## src/hdl/qrs_pkg.sv

```systemverilog
`timescale 1ns / 1ps
// ----------------------------------------------------------------------------
// qrs_pkg
// Shared constants, count codes and word types of the quadratic root solver.
// ----------------------------------------------------------------------------
package qrs_pkg;

   // field widths
   localparam int COEF_W = 16;
   localparam int EPS_W  = 16;
   localparam int CNT_W  = 2;
   localparam int ROOT_W = 32;

   // root count codes
   localparam logic [CNT_W-1:0] CNT_NONE = 2'd0;
   localparam logic [CNT_W-1:0] CNT_ONE  = 2'd1;
   localparam logic [CNT_W-1:0] CNT_TWO  = 2'd2;
   localparam logic [CNT_W-1:0] CNT_ALL  = 2'd3;

   // discriminant, base term and divisor widths
   localparam int PROD_W = 2 * COEF_W;
   localparam int DISC_W = PROD_W + 3;
   localparam int RAD_W  = DISC_W - 2;
   localparam int BASE_W = COEF_W + 9;
   localparam int DEN_W  = COEF_W + 1;

   // square root unit: radicand is disc << 16, padded to an even width
   localparam int SQ_IN_W   = RAD_W + 17;
   localparam int SQ_STAGES = SQ_IN_W / 2;
   localparam int SQ_Q_W    = SQ_STAGES;
   localparam int SQ_R_W    = SQ_Q_W + 2;

   // divider: rounded dividend, one quotient bit per stage
   localparam int SUM_W  = SQ_Q_W + 2;
   localparam int MAG_W  = SUM_W - 1;
   localparam int NUM_W  = MAG_W + 9;
   localparam int SVAL_W = NUM_W + 1;

   // queue between front and back
   localparam int FIFO_DEPTH = 4;
   localparam int FIFO_PTR_W = 2;
   localparam int FIFO_CNT_W = 3;

   // classified word handed from front to back
   typedef struct packed {
      logic [CNT_W-1:0]         count;
      logic [RAD_W-1:0]         rad;
      logic signed [BASE_W-1:0] base;
      logic [DEN_W-1:0]         den_mag;
      logic                     den_neg;
   } job_type;

   // side data carried along the divider stages
   typedef struct packed {
      logic [CNT_W-1:0] count;
      logic             neg_p;
      logic             neg_m;
   } side_type;

endpackage

```

## src/hdl/qrs_front.sv

```systemverilog
`timescale 1ns / 1ps
// ----------------------------------------------------------------------------
// qrs_front
// Takes coefficient words, forms the discriminant and classifies the case.
// ----------------------------------------------------------------------------
module qrs_front (
   input  logic                                clock,
   input  logic                                reset,
   input  logic [qrs_pkg::EPS_W-1:0]           eps,
   input  logic                                req_valid,
   output logic                                req_stall,
   input  logic signed [qrs_pkg::COEF_W-1:0]   req_coef_a,
   input  logic signed [qrs_pkg::COEF_W-1:0]   req_coef_b,
   input  logic signed [qrs_pkg::COEF_W-1:0]   req_coef_c,
   input  logic                                fifo_full,
   output logic                                push,
   output qrs_pkg::job_type                    job
);

   localparam int CW = qrs_pkg::COEF_W;

   logic                                  p_valid_ff;
   logic signed [CW-1:0]                  a_ff, b_ff, c_ff;
   logic signed [qrs_pkg::PROD_W-1:0]     bb_ff, ac_ff;
   logic signed [qrs_pkg::PROD_W-1:0]     bb_in, ac_in;
   logic                                  adv;

   logic [CW:0]                           a_mag, b_mag;
   logic                                  a_near, b_near, c_near;
   logic signed [qrs_pkg::DISC_W-1:0]     disc;
   logic                                  d_near;
   logic signed [qrs_pkg::BASE_W-1:0]     base_b, base_c;

   function automatic logic [CW:0] mag(input logic signed [CW-1:0] v);
      return v[CW-1] ? ((CW+1)'(0) - {1'b1, v}) : {1'b0, v};
   endfunction

   // v scaled to Q16.16 counts as zero when exactly zero or below eps
   function automatic logic near(input logic signed [CW-1:0] v,
                                 input logic [qrs_pkg::EPS_W-1:0] e);
      logic [CW+8:0] m;
      m = {mag(v), 8'b0};
      return (v == '0) || (m < (CW+9)'(e));
   endfunction

   assign adv       = !p_valid_ff || !fifo_full;
   assign req_stall = !adv;
   assign push      = p_valid_ff && !fifo_full;

   assign bb_in = req_coef_b * req_coef_b;
   assign ac_in = req_coef_a * req_coef_c;

   // product stage
   always_ff @(posedge clock) begin
      if (reset) begin
         p_valid_ff <= 1'b0;
      end else if (adv) begin
         p_valid_ff <= req_valid;
      end
   end

   always_ff @(posedge clock) begin
      if (adv && req_valid) begin
         a_ff  <= req_coef_a;
         b_ff  <= req_coef_b;
         c_ff  <= req_coef_c;
         bb_ff <= bb_in;
         ac_ff <= ac_in;
      end
   end

   // discriminant and zero tests
   assign a_mag  = mag(a_ff);
   assign b_mag  = mag(b_ff);
   assign a_near = near(a_ff, eps);
   assign b_near = near(b_ff, eps);
   assign c_near = near(c_ff, eps);
   assign disc   = {{3{bb_ff[qrs_pkg::PROD_W-1]}}, bb_ff}
                 - ({{3{ac_ff[qrs_pkg::PROD_W-1]}}, ac_ff} <<< 2);
   assign d_near = (disc == '0) || (disc[qrs_pkg::DISC_W-2:0] < (qrs_pkg::DISC_W-1)'(eps));
   assign base_b = qrs_pkg::BASE_W'(0) - ({{9{b_ff[CW-1]}}, b_ff} <<< 8);
   assign base_c = qrs_pkg::BASE_W'(0) - ({{9{c_ff[CW-1]}}, c_ff} <<< 8);

   // case selection
   always_comb begin
      job.count   = qrs_pkg::CNT_NONE;
      job.rad     = '0;
      job.base    = base_b;
      job.den_mag = {a_mag[CW-1:0], 1'b0};
      job.den_neg = a_ff[CW-1];
      if (!a_near) begin
         if (disc[qrs_pkg::DISC_W-1]) begin
            job.count = qrs_pkg::CNT_NONE;
         end else if (d_near) begin
            job.count = qrs_pkg::CNT_ONE;
         end else begin
            job.count = qrs_pkg::CNT_TWO;
            job.rad   = disc[qrs_pkg::RAD_W-1:0];
         end
      end else if (!b_near) begin
         job.count   = qrs_pkg::CNT_ONE;
         job.base    = base_c;
         job.den_mag = b_mag;
         job.den_neg = b_ff[CW-1];
      end else if (c_near) begin
         job.count = qrs_pkg::CNT_ALL;
      end
   end

endmodule

```

## config.mk

```make
export PLATFORM = sky130hd
export DESIGN_NAME = qrs_front
export DESIGN_NICKNAME = d
export VERILOG_FILES = /design/src/hdl/qrs_pkg.sv /design/src/hdl/qrs_front.sv
export SDC_FILE = /design/constraint.sdc
export NUM_CORES = 2
export LEC_CHECK = 0
export ABC_AREA = 1
export BUFFER_PORTS_ARGS = -buffer_cell sky130_fd_sc_hd__buf_2
export CAP_MARGIN = 20
export CORE_UTILIZATION = 45
export CTS_CLUSTER_SIZE = 24
export DETAILED_ROUTE_END_ITERATION = 7
export GPL_TIMING_DRIVEN = 0
export SETUP_SLACK_MARGIN = 0.3
export SYNTH_ARGS = -nofsm -noshare
export SYNTH_HDL_FRONTEND = slang
export SYNTH_SLANG_ARGS = --single-unit
```

## constraint.sdc

```tcl
create_clock -name clock -period 7.3 [get_ports clock]
set_input_delay 0.73 -clock clock [delete_from_list [all_inputs] [get_ports clock]]
set_output_delay 0.73 -clock clock [all_outputs]
set_load 0.005 [all_outputs]
```

* After elaboration in Yosys (flattened, before gate mapping)
Index checks and enable logic that the tools add are counted.
** Storage, ports and cells
- Flip-flop bits (word level) :: 113
- Input port bits :: 68
- Output and inout bits :: 80
** Cells by class
- $add $sub $neg :: 6
- Multiply operators :: 2
- Order comparisons :: 4
- Multiplexer cells :: 13
- Reduce and logical (&&, ||, !) cells :: 14
** Operators by type and width (count)
- 33-bit two-way mux :: 3
- 43-bit two-way mux :: 2
- 25-bit by 16-bit < comparator with 1-bit output :: 3
- 16-bit by 16-bit multiplier with 32-bit output :: 2
- 17-bit two-way mux :: 3
- 1-bit by 17-bit subtractor with 17-bit output (first input constant) :: 3
- 1-bit by 24-bit subtractor with 25-bit output (first input constant) :: 2
- 16-bit zero test :: 3
- 35-bit zero test :: 1
- 32-bit by 34-bit subtractor with 35-bit output :: 1
- 34-bit by 16-bit < comparator with 1-bit output :: 1
- 2-bit two-way mux :: 5
- 1-bit logical OR :: 5
- 1-bit zero test :: 3
- 1-bit logical AND :: 2

* Longest topological paths before layout
- Depth after elaboration :: 7
- Mapped depth :: 28

* Worst setup path before layout
Ideal clock, no wire load.
- Path kind :: input-to-reg
- Start point :: input req_coef_c[5] (netlist bit)
- End point :: register ac_ff[28] (netlist bit) (data pin)
- Library setup time :: 259 ps
- Arrival time :: 6295 ps
- Data required time :: 7041 ps
- Slack :: 746 ps
- Cell stages on the path :: 21
- Buffers on the path :: 2
- Cell sequence :: clkbuf_1 > clkbuf_1 > nand2_1 > fa_1 > inv_1 > fa_1 > fa_1 > fa_1 > fa_1 > inv_1 > fa_1 > inv_1 > ha_1 > nand2_1 > nor4_1 > nand3_1 > nand3_1 > nand3_1 > nand2_1 > a21oi_1 > xnor2_1
** Between the ends
- Cells in the longest elaborated chain, start to end :: 1
** Ends and longest elaborated chain
- start: declaration :: RTL line qrs_front.sv:14 : input logic signed [qrs_pkg::COEF_W-1:0] req_coef_c,
- 16-bit by 16-bit multiplier with 32-bit output :: RTL line qrs_front.sv:51 : assign ac_in = req_coef_a * req_coef_c;
- via ac_in, one bit :: RTL line qrs_front.sv:25 : logic signed [qrs_pkg::PROD_W-1:0] bb_in, ac_in;
- end signal: assignment :: RTL line qrs_front.sv:68 : ac_ff <= ac_in;
- end: declaration :: RTL line qrs_front.sv:24 : logic signed [qrs_pkg::PROD_W-1:0] bb_ff, ac_ff;
The timed path passes the listed nets, and every way through them passes these cells.
A chain may end at the register's enable or synchronous reset.

* Worst setup path in the final report
- Start point :: input req_coef_c[2] (netlist bit)
- End point :: register ac_ff[23] (netlist bit) (data pin)
Same word-level chain as after synthesis.

==> impl_metrics.ini <==
[sta]
clock-skew-final_ns = 0.00983
rsz_0062_raised_after_global_routing = yes
fmaxAchievable_mhz = 148
finalSetupTns_ns = 0
final-max-slew-violation-count = 0
fin_hold_ws_ns = 0.481
setup_viol = 0
period_minus_slack_ns = 6.74
slew_headroom_pct = 54.5
final_hold_viol_count = 0
max_slew.worst_pin.slew_ns = 0.675
min_period_over_period_pct = 92.3

[yosys]
synth_cell_types = 51
synth_largest_type_area_fraction_pct = 35.1
synth_area_leaders = sky130_fd_sc_hd__fa_1 35%, sky130_fd_sc_hd__inv_1 14%, sky130_fd_sc_hd__edfxtp_1 12%
synth_cells = 3634
synthesis.area_per_instance_um2 = 7.80
syn_area_mm2 = 0.0283
synthesis.yosys.warnings = 0
postSynthRegisterBits = 111
synth_area_leader_cell = sky130_fd_sc_hd__fa_1
synth.yosys.seq_area_share_pct = 11.7

[clock_tree]
htree_num_levels = 3
cts_tree = done
cts_buffers = 9
cts_hold_buf = 0
clockBufferDepth = 2
clkSinkCount = 111
clk_pin_slew_worst_setup_hold_paths_ns = 0.08
clock_latency_on_the_worst_skew_pair_ns = 0.39
cts_root_buffer = sky130_fd_sc_hd__clkbuf_16

[routing]
detail-route-antenna-nets = 0
first_pass_iters = 5
wl_per_cell_um = 16.3
finalWirelength_um = 75900
drc = 0
drt-initial-drc-count = 1476
via_per_inst = 4.89
detailed_route_via_count = 22700

[final_layout]
layout.cells.most_common = sky130_fd_sc_hd__inv_1
nNetsFinal = 4608
layout_cell_share_with_drive_strength_beyond_1_pct = 7.07
filler_cell_count = 6316
multi_input_area_mm2 = 0.0205
final_cells = 4641
mostFrequentLayoutCells = 1073 x sky130_fd_sc_hd__inv_1, 846 x sky130_fd_sc_hd__nand2_1, 495 x sky130_fd_sc_hd__fa_1
seq_area_mm2 = 0.00332
final_util_pct = 49.4
area_growth_syn_to_layout_pct = 8.03

[run]
max_cap_violations = 0

[placed_design]
routabilityCongestion = 0.969
dp_hpwl_um = 67300
placement.io_buffers = 138
post-place-cells = 4620

[min_path]
whs_path_depth = 2
min_path_type = reg2reg

[setup_path]
regToRegSetupSlack_ns = 5.60
crit_path_top_delay_cell = sky130_fd_sc_hd__fa_1
startpoint_type = primary input
r2r.worst_path.cells = 5
path_class = in2reg
cp_slowest_stage_delay_ns = 0.54
worst_ep_required_ns = 7.44
crit_path_frequent_cell = sky130_fd_sc_hd__fa_1
crit_chain = buf_2, clkbuf_1, clkbuf_1, nand2_1, fa_1, fa_1, fa_1, inv_1, fa_1, fa_1, inv_1, fa_1, inv_1, ha_1, nand2_1, inv_1, a21oi_1, o221ai_1, a21oi_1, o21ai_0, a21oi_1, xnor2_1
worstPathArrival_ns = 6.88
crit_path_max_fanout = 10
critical_path.endpoint_type = flop

[grt]
antenna_violations_before_repair = 0
wire_length_of_the_first_global_routing_pass_um = 121000
grt_pass1_vias = 22600
grt_overflow_total = 0
total_global_routing_track_utilization_pct = 24.9
grt_max_degree = 35

[die]
die_height_um = 253
die_width_um = 253
floorplan.initialDensity_pct = 45.7
io_pins = 148
core_area_mm2 = 0.0619
placement_rows = 91
die_area_mm2 = 0.0640

[run_status]
status = completed
synthesized netlist by cell type, drive strengths merged:
cell type	instances
or3	1
o31ai	1
ha	245
o21ai	71
a221oi	2
nand4	29
o211ai	4
edfxtp	110
nor4b	1
a41oi	1
buf	18
o221ai	2
a31o	3
or2	11
inv	1075
a21o	6
nor4	6
dfxtp	1
nand3	97
xnor2	46
nor3b	1
nor2	198
nand3b	7
clkbuf	92
a21boi	3
o211a	1
nor3	31
a21oi	102
o21bai	16
xor2	74
nand2	855
conb	1
a211oi	7
o21a	6
o221a	3
fa	497
a31oi	7
and3	1
clkinv	2
metal layers:
layer | global-route usage, % | share of wire [%] | vias up
met5 | 0 | 0 | -
met2 | 39.5 | 46 | 612
li1 | - | - | 10900
met3 | 4.80 | 7.1 | 100
met4 | 6.27 | 2.4 | 0
met1 | 34.9 | 45 | 11000
flip-flops by register name (all words and copies together) (netlist names):
name,count
a_ff,16
ac_ff,32
b_ff,16
bb_ff,30
c_ff,16
p_valid_ff,1
final timing paths:
kind | start | end
max | req_coef_c[2] | ac_ff[23]
max reg2reg | p_valid_ff | c_ff[9]
min | p_valid_ff | p_valid_ff
min reg2reg | p_valid_ff | p_valid_ff
metrics by stage:
stage          cell area (um^2)  setup WS (ns)
6_report                  30600          0.559
5_1_grt                   30600          0.247
4_1_cts                   30500          0.294
3_5_place_dp              30200         -0.453
3_3_place_gp              30100         -0.976
2_1_floorplan             28400          0.746
kinds of logic after synthesis:
group	share of synthesized area (%)
simple gates	17.9
fa+ha+maj	45.9
compound gates	4.77
other cells	0.0132
flops	11.7
buf+inv	16.0
xor+xnor	3.71
layout make-up:
type / count / share of cell area (%)
diodes: 1 / 0.00818
well taps: 837 / 3.42
repair buffers: 145 / 2.55
clock inverters: 6 / 0.303
multi-input cells: 2344 / 67.1
flip-flops and latches: 111 / 10.9
inverters: 1077 / 13.2
plain buffers: 110 / 1.79
clock buffers: 10 / 0.748
worst max-delay path, delay by kind of cell:
kind | cells | cell delay, ns
adder cells (fa/ha/maj) | 7 | 3.41
buffers and inverters | 7 | 1.24
AO/OA/AOI/OAI | 5 | 1.09
AND/OR/NAND/NOR | 2 | 0.29
XOR/XNOR | 1 | 0.09
repair_timing:
item / 4_1_cts / 5_1_grt
endpoints found under the setup margin: 11 / 21
pin swaps: 0 / 1
gates resized for setup: 11 / 88
setup buffers: 0 / 4
Power is left out: the tool's default activity adds up to more than one toggle a clock period on the data nets, which glitch-free logic cannot reach.
