$ cat config.mk
export PLATFORM = sky130hd
export DESIGN_NAME = qrs_fifo
export DESIGN_NICKNAME = d
export VERILOG_FILES = /design/src/hdl/qrs_pkg.sv /design/src/hdl/qrs_fifo.sv
export SDC_FILE = /design/constraint.sdc
export NUM_CORES = 1
export LEC_CHECK = 0
export ABC_AREA = 1
export BUFFER_PORTS_ARGS = -buffer_cell sky130_fd_sc_hd__buf_2
export CAP_MARGIN = 0
export CELL_PAD_IN_SITES_DETAIL_PLACEMENT = 2
export CELL_PAD_IN_SITES_GLOBAL_PLACEMENT = 2
export CORE_UTILIZATION = 35
export DETAILED_ROUTE_END_ITERATION = 7
export PLACE_DENSITY = 0.77
export SLEW_MARGIN = 20
export SYNTH_ARGS = -nofsm -noshare
export SYNTH_HDL_FRONTEND = slang
export SYNTH_SLANG_ARGS = --single-unit
$ cat constraint.sdc
create_clock -name clock -period 3 [get_ports clock]
set_clock_uncertainty 0.15 [all_clocks]
set_input_delay 0.6 -clock clock [delete_from_list [all_inputs] [get_ports clock]]
set_output_delay 0.6 -clock clock [all_outputs]
set_load 0.01 [all_outputs]
$ cat src/hdl/qrs_pkg.sv
`timescale 1ns / 1ps
// ----------------------------------------------------------------------------
// qrs_pkg
// Shared constants, count codes and word types of the quadratic root solver.
// ----------------------------------------------------------------------------
package qrs_pkg;

   // field widths
   localparam int COEF_W = 16;
   localparam int EPS_W  = 16;
   localparam int CNT_W  = 2;
   localparam int ROOT_W = 32;

   // root count codes
   localparam logic [CNT_W-1:0] CNT_NONE = 2'd0;
   localparam logic [CNT_W-1:0] CNT_ONE  = 2'd1;
   localparam logic [CNT_W-1:0] CNT_TWO  = 2'd2;
   localparam logic [CNT_W-1:0] CNT_ALL  = 2'd3;

   // discriminant, base term and divisor widths
   localparam int PROD_W = 2 * COEF_W;
   localparam int DISC_W = PROD_W + 3;
   localparam int RAD_W  = DISC_W - 2;
   localparam int BASE_W = COEF_W + 9;
   localparam int DEN_W  = COEF_W + 1;

   // square root unit: radicand is disc << 16, padded to an even width
   localparam int SQ_IN_W   = RAD_W + 17;
   localparam int SQ_STAGES = SQ_IN_W / 2;
   localparam int SQ_Q_W    = SQ_STAGES;
   localparam int SQ_R_W    = SQ_Q_W + 2;

   // divider: rounded dividend, one quotient bit per stage
   localparam int SUM_W  = SQ_Q_W + 2;
   localparam int MAG_W  = SUM_W - 1;
   localparam int NUM_W  = MAG_W + 9;
   localparam int SVAL_W = NUM_W + 1;

   // queue between front and back
   localparam int FIFO_DEPTH = 4;
   localparam int FIFO_PTR_W = 2;
   localparam int FIFO_CNT_W = 3;

   // classified word handed from front to back
   typedef struct packed {
      logic [CNT_W-1:0]         count;
      logic [RAD_W-1:0]         rad;
      logic signed [BASE_W-1:0] base;
      logic [DEN_W-1:0]         den_mag;
      logic                     den_neg;
   } job_type;

   // side data carried along the divider stages
   typedef struct packed {
      logic [CNT_W-1:0] count;
      logic             neg_p;
      logic             neg_m;
   } side_type;

endpackage

$ cat src/hdl/qrs_fifo.sv
`timescale 1ns / 1ps
// ----------------------------------------------------------------------------
// qrs_fifo
// Short word queue between the classifying front and the solving back.
// ----------------------------------------------------------------------------
module qrs_fifo (
   input  logic              clock,
   input  logic              reset,
   input  logic              push,
   input  qrs_pkg::job_type  push_job,
   output logic              full,
   input  logic              pop,
   output logic              empty,
   output qrs_pkg::job_type  head_job
);

   qrs_pkg::job_type                   mem_ff [qrs_pkg::FIFO_DEPTH];
   logic [qrs_pkg::FIFO_PTR_W-1:0]     wr_ptr_ff;
   logic [qrs_pkg::FIFO_PTR_W-1:0]     rd_ptr_ff;
   logic [qrs_pkg::FIFO_CNT_W-1:0]     cnt_ff;
   logic [qrs_pkg::FIFO_CNT_W-1:0]     cnt_in;

   assign full     = (cnt_ff == qrs_pkg::FIFO_CNT_W'(qrs_pkg::FIFO_DEPTH));
   assign empty    = (cnt_ff == '0);
   assign head_job = mem_ff[rd_ptr_ff];

   // occupancy
   always_comb begin
      cnt_in = cnt_ff;
      if (push && !pop) cnt_in = cnt_ff + 1'b1;
      if (!push && pop) cnt_in = cnt_ff - 1'b1;
   end

   // pointers
   always_ff @(posedge clock) begin
      if (reset) begin
         wr_ptr_ff <= '0;
         rd_ptr_ff <= '0;
         cnt_ff    <= '0;
      end else begin
         if (push) wr_ptr_ff <= wr_ptr_ff + 1'b1;
         if (pop)  rd_ptr_ff <= rd_ptr_ff + 1'b1;
         cnt_ff <= cnt_in;
      end
   end

   // storage
   always_ff @(posedge clock) begin
      if (push) mem_ff[wr_ptr_ff] <= push_job;
   end

endmodule

# Word level (Yosys, flattened, before mapping)

Memories as Yosys holds them, arrays and structs flattened. A register that Yosys moved wholly into a read port is not among the register bits.
Cells that the tools add are included.

Add/subtract/negate cells: 4
Equality and inequality tests: 1
Mux-type cells: 6
Reduce and logical (&&, ||, !) cells: 6

Operators by type and width:

| cell                                              | count |
|---|---|
| 2-to-1 mux 3 bit                                  | 2 |
| adder 2 x 1 -> 2 bit (second input constant)      | 2 |
| 2-to-1 mux 2 bit                                  | 2 |
| adder 3 x 1 -> 3 bit (second input constant)      | 1 |
| == test 3 bit (second input constant)             | 1 |
| logical NOT 3 bit                                 | 1 |
| subtractor 3 x 1 -> 3 bit (second input constant) | 1 |
| logical AND 1 bit                                 | 2 |
| logical NOT 1 bit                                 | 2 |
| 2-to-1 mux 1 bit                                  | 2 |
| nonzero test 2 bit                                | 1 |

Flip-flop bits (word level): 7
RAM bits: 312
Bits of input ports: 82
Word-level logic and storage cells: 21
Memories kept: 1

Memory list:

| name   | depth | bits a word | read ports | clocked after memory_dff | write ports | RTL line       | source |
|---|---|---|---|---|---|---|---|
| mem_ff | 4     | 78          | 1          | 1                        | 1           | qrs_fifo.sv:17 | `qrs_pkg::job_type mem_ff [qrs_pkg::FIFO_DEPTH];` |

# Depth between registers and ports, before layout

Gate-level depths: netlist of the first run.

Depth in word-level cells: 4
Depth in mapped cells: 10
Gate-level depth less buffers: 10

# Least setup slack after synthesis of the first run

OpenSTA, ideal clock, no wires.

Path type: input -> register
Start point: input push
End point: memory mem_ff[2][0] (netlist bit), enable pin
Arrival time: 2146 ps
Required time: 2418 ps
Setup slack: 273 ps
Stages: 2
Path through: nand2_1 -> inv_1

Cells in the longest elaborated chain, start to end: 2

Ends and longest elaborated chain:

| item                                   | RTL line       | source |
|---|---|---|
| from (decl)                            | qrs_fifo.sv:9  | `input logic push,` |
| 2-to-1 mux 1 bit                       | qrs_fifo.sv:49 | `if (push) mem_ff[wr_ptr_ff] <= push_job;` |
| 2-to-1 mux 1 bit (not written as such) | qrs_fifo.sv:49 |  |
| to (decl)                              | qrs_fifo.sv:17 |  |

No other way between the ends.

==> results of run 1 <==
per-layer routing:
| metal | wire, µm | track usage, % | vias up |
|---|---|---|---|
| met4 | 846 | 5.990 | 2 |
| met5 | 13 | 0 | - |
| met3 | 1482 | 3.583 | 59 |
| met1 | 13850 | 23.64 | 3831 |
| met2 | 15740 | 31.21 | 183 |
| li1 | - | - | 3403 |
layout by cell type, fill, tap and decap left out:
cell / n
edfxtp_1: 312
buf_2: 161
nor2_1: 159
o21ai_0: 97
o22ai_1: 78
o21ai_1: 65
clkbuf_16: 37
inv_1: 12
clkbuf_1: 11
nand2_1: 9
buf_4: 9
buf_12: 9
dfxtp_1: 7
clkinv_1: 6
clkinv_2: 6
inv_4: 5
a21oi_1: 5
ha_1: 5
nor3_1: 2
inv_6: 2
diode_2: 1
inv_2: 1
nand3_1: 1
nand4_1: 1
fa_1: 1
dfxtp_4: 1
dfxtp_2: 1
clkbuf_8: 1
cell families after synthesis:
kind of cell / count (synthesis) / synth area share, %
DFF: 321 / 79.51
AOI/OAI and AO/OA: 245 / 11.02
and+or+nand+nor: 172 / 5.428
buffers and inverters: 68 / 3.355
adders and majority gates: 6 / 0.6876
how the worst min path moves through the flow:
stage	to	slack, ns	startpoint	depth (start not counted)
floorplan	flip-flop	0.26	rd_ptr_ff[1]	1
global placement	flip-flop	0.31	rd_ptr_ff[1]	1
detailed placement	flip-flop	0.33	rd_ptr_ff[1]	1
CTS	mem_ff[0][62]	0.13	push_job[62]	1
global route	mem_ff[3][62]	0.13	push_job[62]	1
finish	mem_ff[0][63]	0.15	push_job[63]	1
stage by stage:
stage | std cells | power [µW] | area, µm²
floorplan | 812 | 5774 | 12010
global placement | 1389 | 6191 | 13310
detailed placement | 1389 | 6250 | 13310
CTS | 1452 | 10240 | 14360
global route | 1452 | 10490 | 14360
finish | 1453 | 10110 | 14360
layout make-up:
type | instances | area share [%]
Sequential cell | 321 | 66.53
Multi-Input combinational cell | 423 | 14.33
Timing Repair Buffer | 179 | 7.336
Clock buffer | 49 | 6.831
Tap cell | 448 | 3.903
Inverter | 18 | 0.5576
Clock inverter | 14 | 0.4879
Antenna cell | 1 | 0.01743
sequential cells by signal, summed over array words and instances, names as in the netlist, named ones only:
| signal | cells |
|---|---|
| mem_ff | 312 |
| rd_ptr_ff | 2 |
| wr_ptr_ff | 2 |
| cnt_ff | 3 |
report_power, final:
part,internal [µW],switching (µW)
Clock,2290,1690
Combinational,303,655
Sequential,5120,51.3
==> metrics.md, run 1 <==
| Metric | Value |
|---|---|
| Remaining design rule violation count | 0 |
| Util after Layout | 42.72% |
| Max-cap viol count | 0 |
| # IOs | 162 |
| Synthesized area | 0.01201 mm² |
| Via/cell ratio | 5.147 |
| Num CTS Buffers | 37 |
| Area share of the largest cell type after synthesis | 78.01% |
| VDD IR-drop max | 0.4176 mV |
| WL/cell | 21.98 µm |
| Final Hold Fails | 0 |
| Post_cts resized | 0 |
| Drt total wl | 31.93 mm |
| Worst path buffer plus inverter count | 2 |
| Final antenna-violating net count | 0 |
| Starting Density | 35.73% |
| Critical path's slowest cell | buf_4 |
| Setup CP Type | flip-flop to output port |
| GRT Total Usage | 18.40% |
| Register area share after synthesis | 79.51% |
| Crit path depth | 4 |
| Fraction of layout cells with a size suffix above 1 | 23.21% |
| Flop2flop setup slack | 0.99 ns |
| Initial antenna violation count | 2 |
| FF-to-FF End | mem_ff[0][8] |
| Gp weighted congestion | 0.6918 |
| Top cells by count, synth | edfxtp_1 (312), nor2_1 (159), o21ai_0 (97) |
| CP cell instances | buf_4, o21ai_0, o22ai_1, buf_2 |
| Gr ovfl total | 0 |
| Setup TNS | 0 ns |
| Min cycle time layout | 2.864 ns |
| Fmax | 349.1 MHz |
| Crit path DAT | 2.11 ns |
| TritonCTS clock tree | done |
| Die ar. | 0.03506 mm² |
| CP required | 2.25 ns |
| Multi-input logic area | 0.002058 mm² |
| Core ar. | 0.03362 mm² |
| Power Dens Cells | 704.2 mW/mm² |
| Element type at the critical path end | output port |
| Leakage power | 0.005000 µW |
| CTS Buffer Depth | 3 |
| H-tree levels | 2 |
| Kind of cell adding the most delay to the critical path | buffers and inverters |
| Seq. cell area | 0.009554 mm² |
| Post-synth EDFFs | 312 |
| Vias in the first global route | 8307 |
| Hold_ws | 0.1540 ns |
| # fillers | 3317 |
| I/O Buffers | 161 |
| Synthesized netlist cell count | 812 |
| Yosys reg bits | 321 |
| First-iteration detailed-routing DRC count | 387 |
| Yosys warning count | 0 |
| Pre-Repair DR Iteration Count | 4 |
| Status | finished, final reports clean |
| Dominant synthesized flop cell | edfxtp_1 |
| Fin crit share | 95.48% |
| TritonCTS Sinks | 321 |
| Asr flop ratio synth | 0% |
| Place WS | 0.6759 ns |
| Synth Area per Inst | 14.79 µm² |
| Via Count | 7478 |
| Setup crit start kind | flip-flop |
| Height of the die | 187.2 µm |
| Slew HR | 63.74% |
| Fin worst setup slack | 0.1355 ns |
| RR Startpoint | wr_ptr_ff[0] |
| Max incr delay on CP | 0.45 ns |
| Reg clk slew, reported paths | 0.06 ns |
| Row Count | 67 |
| HPWL after DPL | 19.93 mm |
| First-pass GRT wire length | 49.47 mm |
| Most frequent cell after synthesis | edfxtp_1 |
| Hold-fix buffers, CTS | 0 |
| Post-synth cell types | 21 |
| Largest net degree at the start of global routing | 109 |
| Die width | 187.2 µm |
| Synth area leaders | edfxtp_1 (78%), nor2_1 (5.0%), o22ai_1 (4.1%) |
| Worst min-delay path category | input port to flip-flop |
| Final Setup Violations | 0 |
| Layout area overhead | 19.56% |
| Worst setup endpoint | head_job[49] |
| Max Slew Vio Count | 0 |
| Clock root buffer | clkbuf_16 |
| Crit Path Max Fanout | 44 |
| R2R depth | 5 |
| Post-CTS setup buffers | 0 |
| Clock Latency Late Sink | 0.50 ns |
| Worst slew pin tran | 0.5439 ns |
| RSZ-0062 raised after global routing | false |
| Syn nets | 900 |
| Area leader, netlist | edfxtp_1 |
| Nets | 1068 |
(Power assumes the default switching activity.)
==> run 2, diff against run 1 <==
--- a/config.mk
+++ b/config.mk
@@ -13,6 +13,7 @@
 export CORE_UTILIZATION = 35
 export DETAILED_ROUTE_END_ITERATION = 7
 export PLACE_DENSITY = 0.77
+export RECOVER_POWER = 25
 export SLEW_MARGIN = 20
 export SYNTH_ARGS = -nofsm -noshare
 export SYNTH_HDL_FRONTEND = slang
==> run 2 against run 1 <==
Die area is the same. Wire length is essentially flat. Sequential share of layout area grew 0.30 points. Flip-flop and latch count is the same. Global-route usage is the same. Total power is essentially flat. Count of clock-buffer cells in the layout is the same. Core utilization shrank 0.19 points. Clock power is essentially flat. Fmax shrank 0.26%. Non-clock buffer count is the same. Worst hold slack gained 0.024 ns.
==> metrics.md, run 2 (synthesis gave the netlist of run 1 again) <==
| Metric | Value |
|---|---|
| Status | finished, final reports clean |
| Hold_ws | 0.1776 ns |
| TritonCTS Sinks | 321 |
| Crit path DAT | 2.12 ns |
| H-tree levels | 2 |
| Worst min-delay path category | input port to flip-flop |
| Element type at the critical path end | output port |
| Reg clk slew, reported paths | 0.06 ns |
| # IOs | 162 |
| HPWL after DPL | 19.93 mm |
| Via/cell ratio | 5.153 |
| Num CTS Buffers | 37 |
| Setup crit start kind | flip-flop |
| Vias in the first global route | 8307 |
| CP required | 2.25 ns |
| R2R depth | 5 |
| Min cycle time layout | 2.872 ns |
| Height of the die | 187.2 µm |
| Commonest non-fill, non-tap cell in the layout | edfxtp_1 |
| FF-to-FF End | mem_ff[0][8] |
| Nets | 1068 |
| GRT Total Usage | 18.40% |
| Max FFs per register | 312 |
| Worst slew pin tran | 0.5391 ns |
| Crit Path Max Fanout | 37 |
| First-iteration detailed-routing DRC count | 396 |
| TritonCTS clock tree | done |
| Max Slew Vio Count | 0 |
| VDD IR-drop max | 0.4169 mV |
| Worst min-delay path endpoint | mem_ff[2][43] |
| Layout area overhead | 19.02% |
| Hold Path Origin | push_job[43] |
| Hold Crit Depth | 1 |
| Via Count | 7488 |
| Starting Density | 35.73% |
| CTS Buffer Depth | 3 |
| Post_cts resized | 0 |
| Initial antenna violation count | 2 |
| Power Dens Cells | 706.7 mW/mm² |
| Die ar. | 0.03506 mm² |
| Clock root buffer | clkbuf_16 |
| Fmax | 348.2 MHz |
| Leakage power | 0.004856 µW |
| WL/cell | 21.99 µm |
| Fraction of layout cells with a size suffix above 1 | 18.03% |
| Most flops, register | mem_ff |
| Top Registers | mem_ff: 312 flops, cnt_ff: 3 flops |
| I/O Buffers | 161 |
| Die width | 187.2 µm |
| Hold-fix buffers, CTS | 0 |
| Overall Power | 10100 µW |
| Most frequent cells in the layout | edfxtp_1 (312), nor2_1 (159), buf_2 (109) |
| First-pass GRT wire length | 49.47 mm |
| Post-CTS setup buffers | 0 |
| RR Startpoint | wr_ptr_ff[0] |
| Gp weighted congestion | 0.6918 |
| Setup TNS | 0 ns |
| Max-cap viol count | 0 |
| Setup CP Type | flip-flop to output port |
| Drt total wl | 31.96 mm |
| Remaining design rule violation count | 0 |
| Clock Latency Late Sink | 0.50 ns |
| Final antenna-violating net count | 0 |
| Row Count | 67 |
| Gr ovfl total | 0 |
| Flop2flop setup slack | 0.99 ns |
| Largest net degree at the start of global routing | 109 |
| Pre-Repair DR Iteration Count | 4 |
| Core ar. | 0.03362 mm² |
| RSZ-0062 raised after global routing | false |
| Final Hold Fails | 0 |
| Slew HR | 64.06% |
| Cell area after layout | 0.01430 mm² |
| Dpl cell area | 0.01331 mm² |
| Fin crit share | 95.73% |
| Final Setup Violations | 0 |
## run 2: critical path: stages (launching register included)
cell,delay (ns)
dfxtp_4,0.36
inv_4,0.31
buf_12,0.26
o21ai_1,0.11
o22ai_1,0.35
buf_2,0.21
## run 2: power breakdown
part           total (µW)  switching, µW  internal (µW)
Clock                3980           1690           2290
Sequential           5180           51.3           5120
Combinational         948            655            293
Total               10100           2400           7710
## run 2: how the worst max path moves through the flow
| stage | from | to | slack [ns] |
|---|---|---|---|
| 2_1_floorplan | push | mem_ff[2][0] | 0.27 |
| 4_1_cts | flip-flop | head_job[11] | 0.12 |
| 3_3_place_gp | flip-flop | head_job[36] | 0.77 |
| 6_report | flip-flop | head_job[49] | 0.13 |
| 3_5_place_dp | flip-flop | head_job[49] | 0.68 |
| 5_1_grt | flip-flop | head_job[49] | 0.06 |
## run 2: metrics by stage
step / utilization [%] / std cells / setup slack [ns]
finish: 42.52 / 1453 / 0.1281
global route: 42.52 / 1452 / 0.06407
CTS: 42.71 / 1452 / 0.1180
detailed placement: 39.58 / 1389 / 0.6759
global placement: 39.58 / 1389 / 0.7666
floorplan: - / 812 / 0.2727
## run 2: area by class of cell
cell class / instances / area, µm²
Sequential cell: 321 / 9554
Inverter: 18 / 80.08
Multi-Input combinational cell: 423 / 2058
Clock inverter: 14 / 70.07
Antenna cell: 1 / 2.502
Clock buffer: 49 / 980.9
Fill cell: 3347 / 19320
Timing Repair Buffer: 179 / 988.4
Tap cell: 448 / 560.5
## run 2: routing by layer
metal  GRT usage [%]  vias up  wire [µm]
met3           3.583       59       1398
met1           23.64     3843      13890
met5               0        -         13
li1                -     3402          -
met2           31.21      182      15810
met4           5.990        2        843
==> run 3, diff against run 2 <==
--- a/config.mk
+++ b/config.mk
@@ -5,14 +5,13 @@
 export SDC_FILE = /design/constraint.sdc
 export NUM_CORES = 1
 export LEC_CHECK = 0
-export ABC_AREA = 1
 export BUFFER_PORTS_ARGS = -buffer_cell sky130_fd_sc_hd__buf_2
 export CAP_MARGIN = 0
 export CELL_PAD_IN_SITES_DETAIL_PLACEMENT = 2
 export CELL_PAD_IN_SITES_GLOBAL_PLACEMENT = 2
 export CORE_UTILIZATION = 35
 export DETAILED_ROUTE_END_ITERATION = 7
-export PLACE_DENSITY = 0.77
+export PLACE_DENSITY = 0.71
 export RECOVER_POWER = 25
 export SLEW_MARGIN = 20
 export SYNTH_ARGS = -nofsm -noshare
==> run 3 against run 2 <==
Combinational power increased by 2.7%. Sequential power is 0.8% higher. Via count shrank 28%. Die area is 2.5% lower. Final cell count decreased by 23%. First-iteration DRC count shrank 18%. Largest power group unchanged.
==> metrics.md, run 3 <==
| Metric | Value |
|---|---|
| Status | finished, final reports clean |
| Most flops, register | mem_ff |
| Top Registers | mem_ff: 312 flops, cnt_ff: 3 flops |
| HPWL after DPL | 17.32 mm |
| I/O Buffers | 161 |
| Dominant synthesized flop cell | edfxtp_1 |
| Flop2flop setup slack | 1.01 ns |
| Largest net degree at the start of global routing | 46 |
| Area share of the largest cell type after synthesis | 80.03% |
| Max-cap viol count | 0 |
| Seq. cell area | 0.009557 mm² |
| Die width | 184.9 µm |
| Final Setup Violations | 0 |
| CP required | 2.25 ns |
| Max Slew Vio Count | 0 |
| Gr ovfl total | 0 |
| Height of the die | 184.9 µm |
| Most frequent cell after synthesis | edfxtp_1 |
| Crit path DAT | 2.08 ns |
| Fmax | 353.2 MHz |
| Crit Path Max Fanout | 26 |
| Slew HR | 60.20% |
| Gp weighted congestion | 0.6978 |
| Core ar. | 0.03270 mm² |
| Syn nets | 543 |
| RSZ-0062 raised after global routing | false |
| Pre-Repair DR Iteration Count | 4 |
| Hold-fix buffers, CTS | 0 |
| Top cells by count, synth | edfxtp_1 (312), mux4_2 (78), dfxtp_1 (9) |
| Min cycle time layout | 2.832 ns |
| Via Count | 5392 |
| Post-synth EDFFs | 312 |
| Overall Power | 10200 µW |
| WL/cell | 23.76 µm |
| Max FFs per register | 312 |
| Post_cts resized | 0 |
| Clock Latency Late Sink | 0.51 ns |
| Synthesized area | 0.01171 mm² |
| Fraction of layout cells with a size suffix above 1 | 38.53% |
| Worst slew pin tran | 0.5970 ns |
| Starting Density | 35.80% |
| Power Dens Cells | 718.8 mW/mm² |
| First-iteration detailed-routing DRC count | 323 |
| Commonest non-fill, non-tap cell in the layout | edfxtp_1 |
| Asr flop ratio synth | 0% |
| TritonCTS Sinks | 321 |
| Yosys reg bits | 321 |
| Setup crit start kind | flip-flop |
| Setup TNS | 0 ns |
| Multi-input logic area | 0.001994 mm² |
| Post-CTS setup buffers | 0 |
| Util after Layout | 43.38% |
| Row Count | 66 |
| VDD IR-drop max | 0.4189 mV |
| Area leader, netlist | edfxtp_1 |
| Remaining design rule violation count | 0 |
| # IOs | 162 |
| Clock root buffer | clkbuf_16 |
| Final antenna-violating net count | 0 |
| Layout area overhead | 21.16% |
| Num CTS Buffers | 36 |
| Nets | 743 |
| Vias in the first global route | 6316 |
| Initial antenna violation count | 2 |
| Fin crit share | 94.39% |
| Synth area leaders | edfxtp_1 (80%), mux4_2 (15%), dfxtp_1 (1.5%) |
| Element type at the critical path end | output port |
| TritonCTS clock tree | done |
| Register area share after synthesis | 81.56% |
| Synth Area per Inst | 25.73 µm² |
| Most frequent cells in the layout | edfxtp_1 (312), buf_2 (111), mux4_2 (78) |
| Via/cell ratio | 4.797 |
| Yosys warning count | 0 |
| First-pass GRT wire length | 39.59 mm |
| CTS Buffer Depth | 3 |
| Worst min-delay path category | input port to flip-flop |
| # fillers | 3072 |
| Setup CP Type | flip-flop to output port |
| Post-synth cell types | 22 |
| Synthesized netlist cell count | 455 |
| Drt total wl | 26.70 mm |
| H-tree levels | 2 |
| Reg clk slew, reported paths | 0.06 ns |
| Die ar. | 0.03419 mm² |
| Leakage power | 0.004649 µW |
| GRT Total Usage | 16.07% |
| Final Hold Fails | 0 |
[run 3: logic make-up after synthesis]
family / synth area share [%]
compound gates: 0.1282
xor+xnor: 0.3741
fa+ha+maj: 0.7054
buf+inv: 1.486
flops: 81.56
mux: 15.09
simple gates: 0.6519
[run 3: worst max-delay path, stage by stage, from the launching register on]
cell and delay [ns]:
dfxtp_4 0.63, buf_4 0.39, mux4_2 0.38, buf_2 0.16
[run 3: stage by stage]
stage	setup slack, ns	instance area, µm²	hold WS (ns)	instances
after detailed placement	0.6370	13180	0.3680	1059
final	0.1684	14180	0.1678	1124
after CTS	0.08479	14240	0.1249	1122
after floorplan	0.8381	11710	0.3169	455
after global routing	0.06153	14180	0.1624	1122
after global placement	0.7082	13180	0.3429	1059
[run 3: cell type report]
cell class	count	area share, %
Antenna cell	2	0.03528
Clock buffer	44	6.563
Clock inverter	19	0.9085
Inverter	6	0.1588
Multi-Input combinational cell	109	14.06
Sequential cell	321	67.37
Tap cell	442	3.899
Timing Repair Buffer	181	7.004
[run 3: power by group]
part / switching [µW] / internal, µW
Combinational: 534 / 440
Clock: 1700 / 2300
Sequential: 72.9 / 5150
Total: 2310 / 7890
[run 3: path summary, 6_finish.rpt]
kind,end,start,cells past startpoint
setup / recovery,head_job[69],flip-flop,3
setup reg to reg,mem_ff[2][74],wr_ptr_ff[0],4
hold reg to reg,cnt_ff[2],cnt_ff[2],2
hold / removal,mem_ff[2][1],push_job[1],1
[run 3: per-layer routing]
metal  wire length, µm  global-route usage (%)
met5                 0                       0
met2             14240                   28.92
met3              1545                   4.129
met1             10450                   18.91
met4               465                   4.397
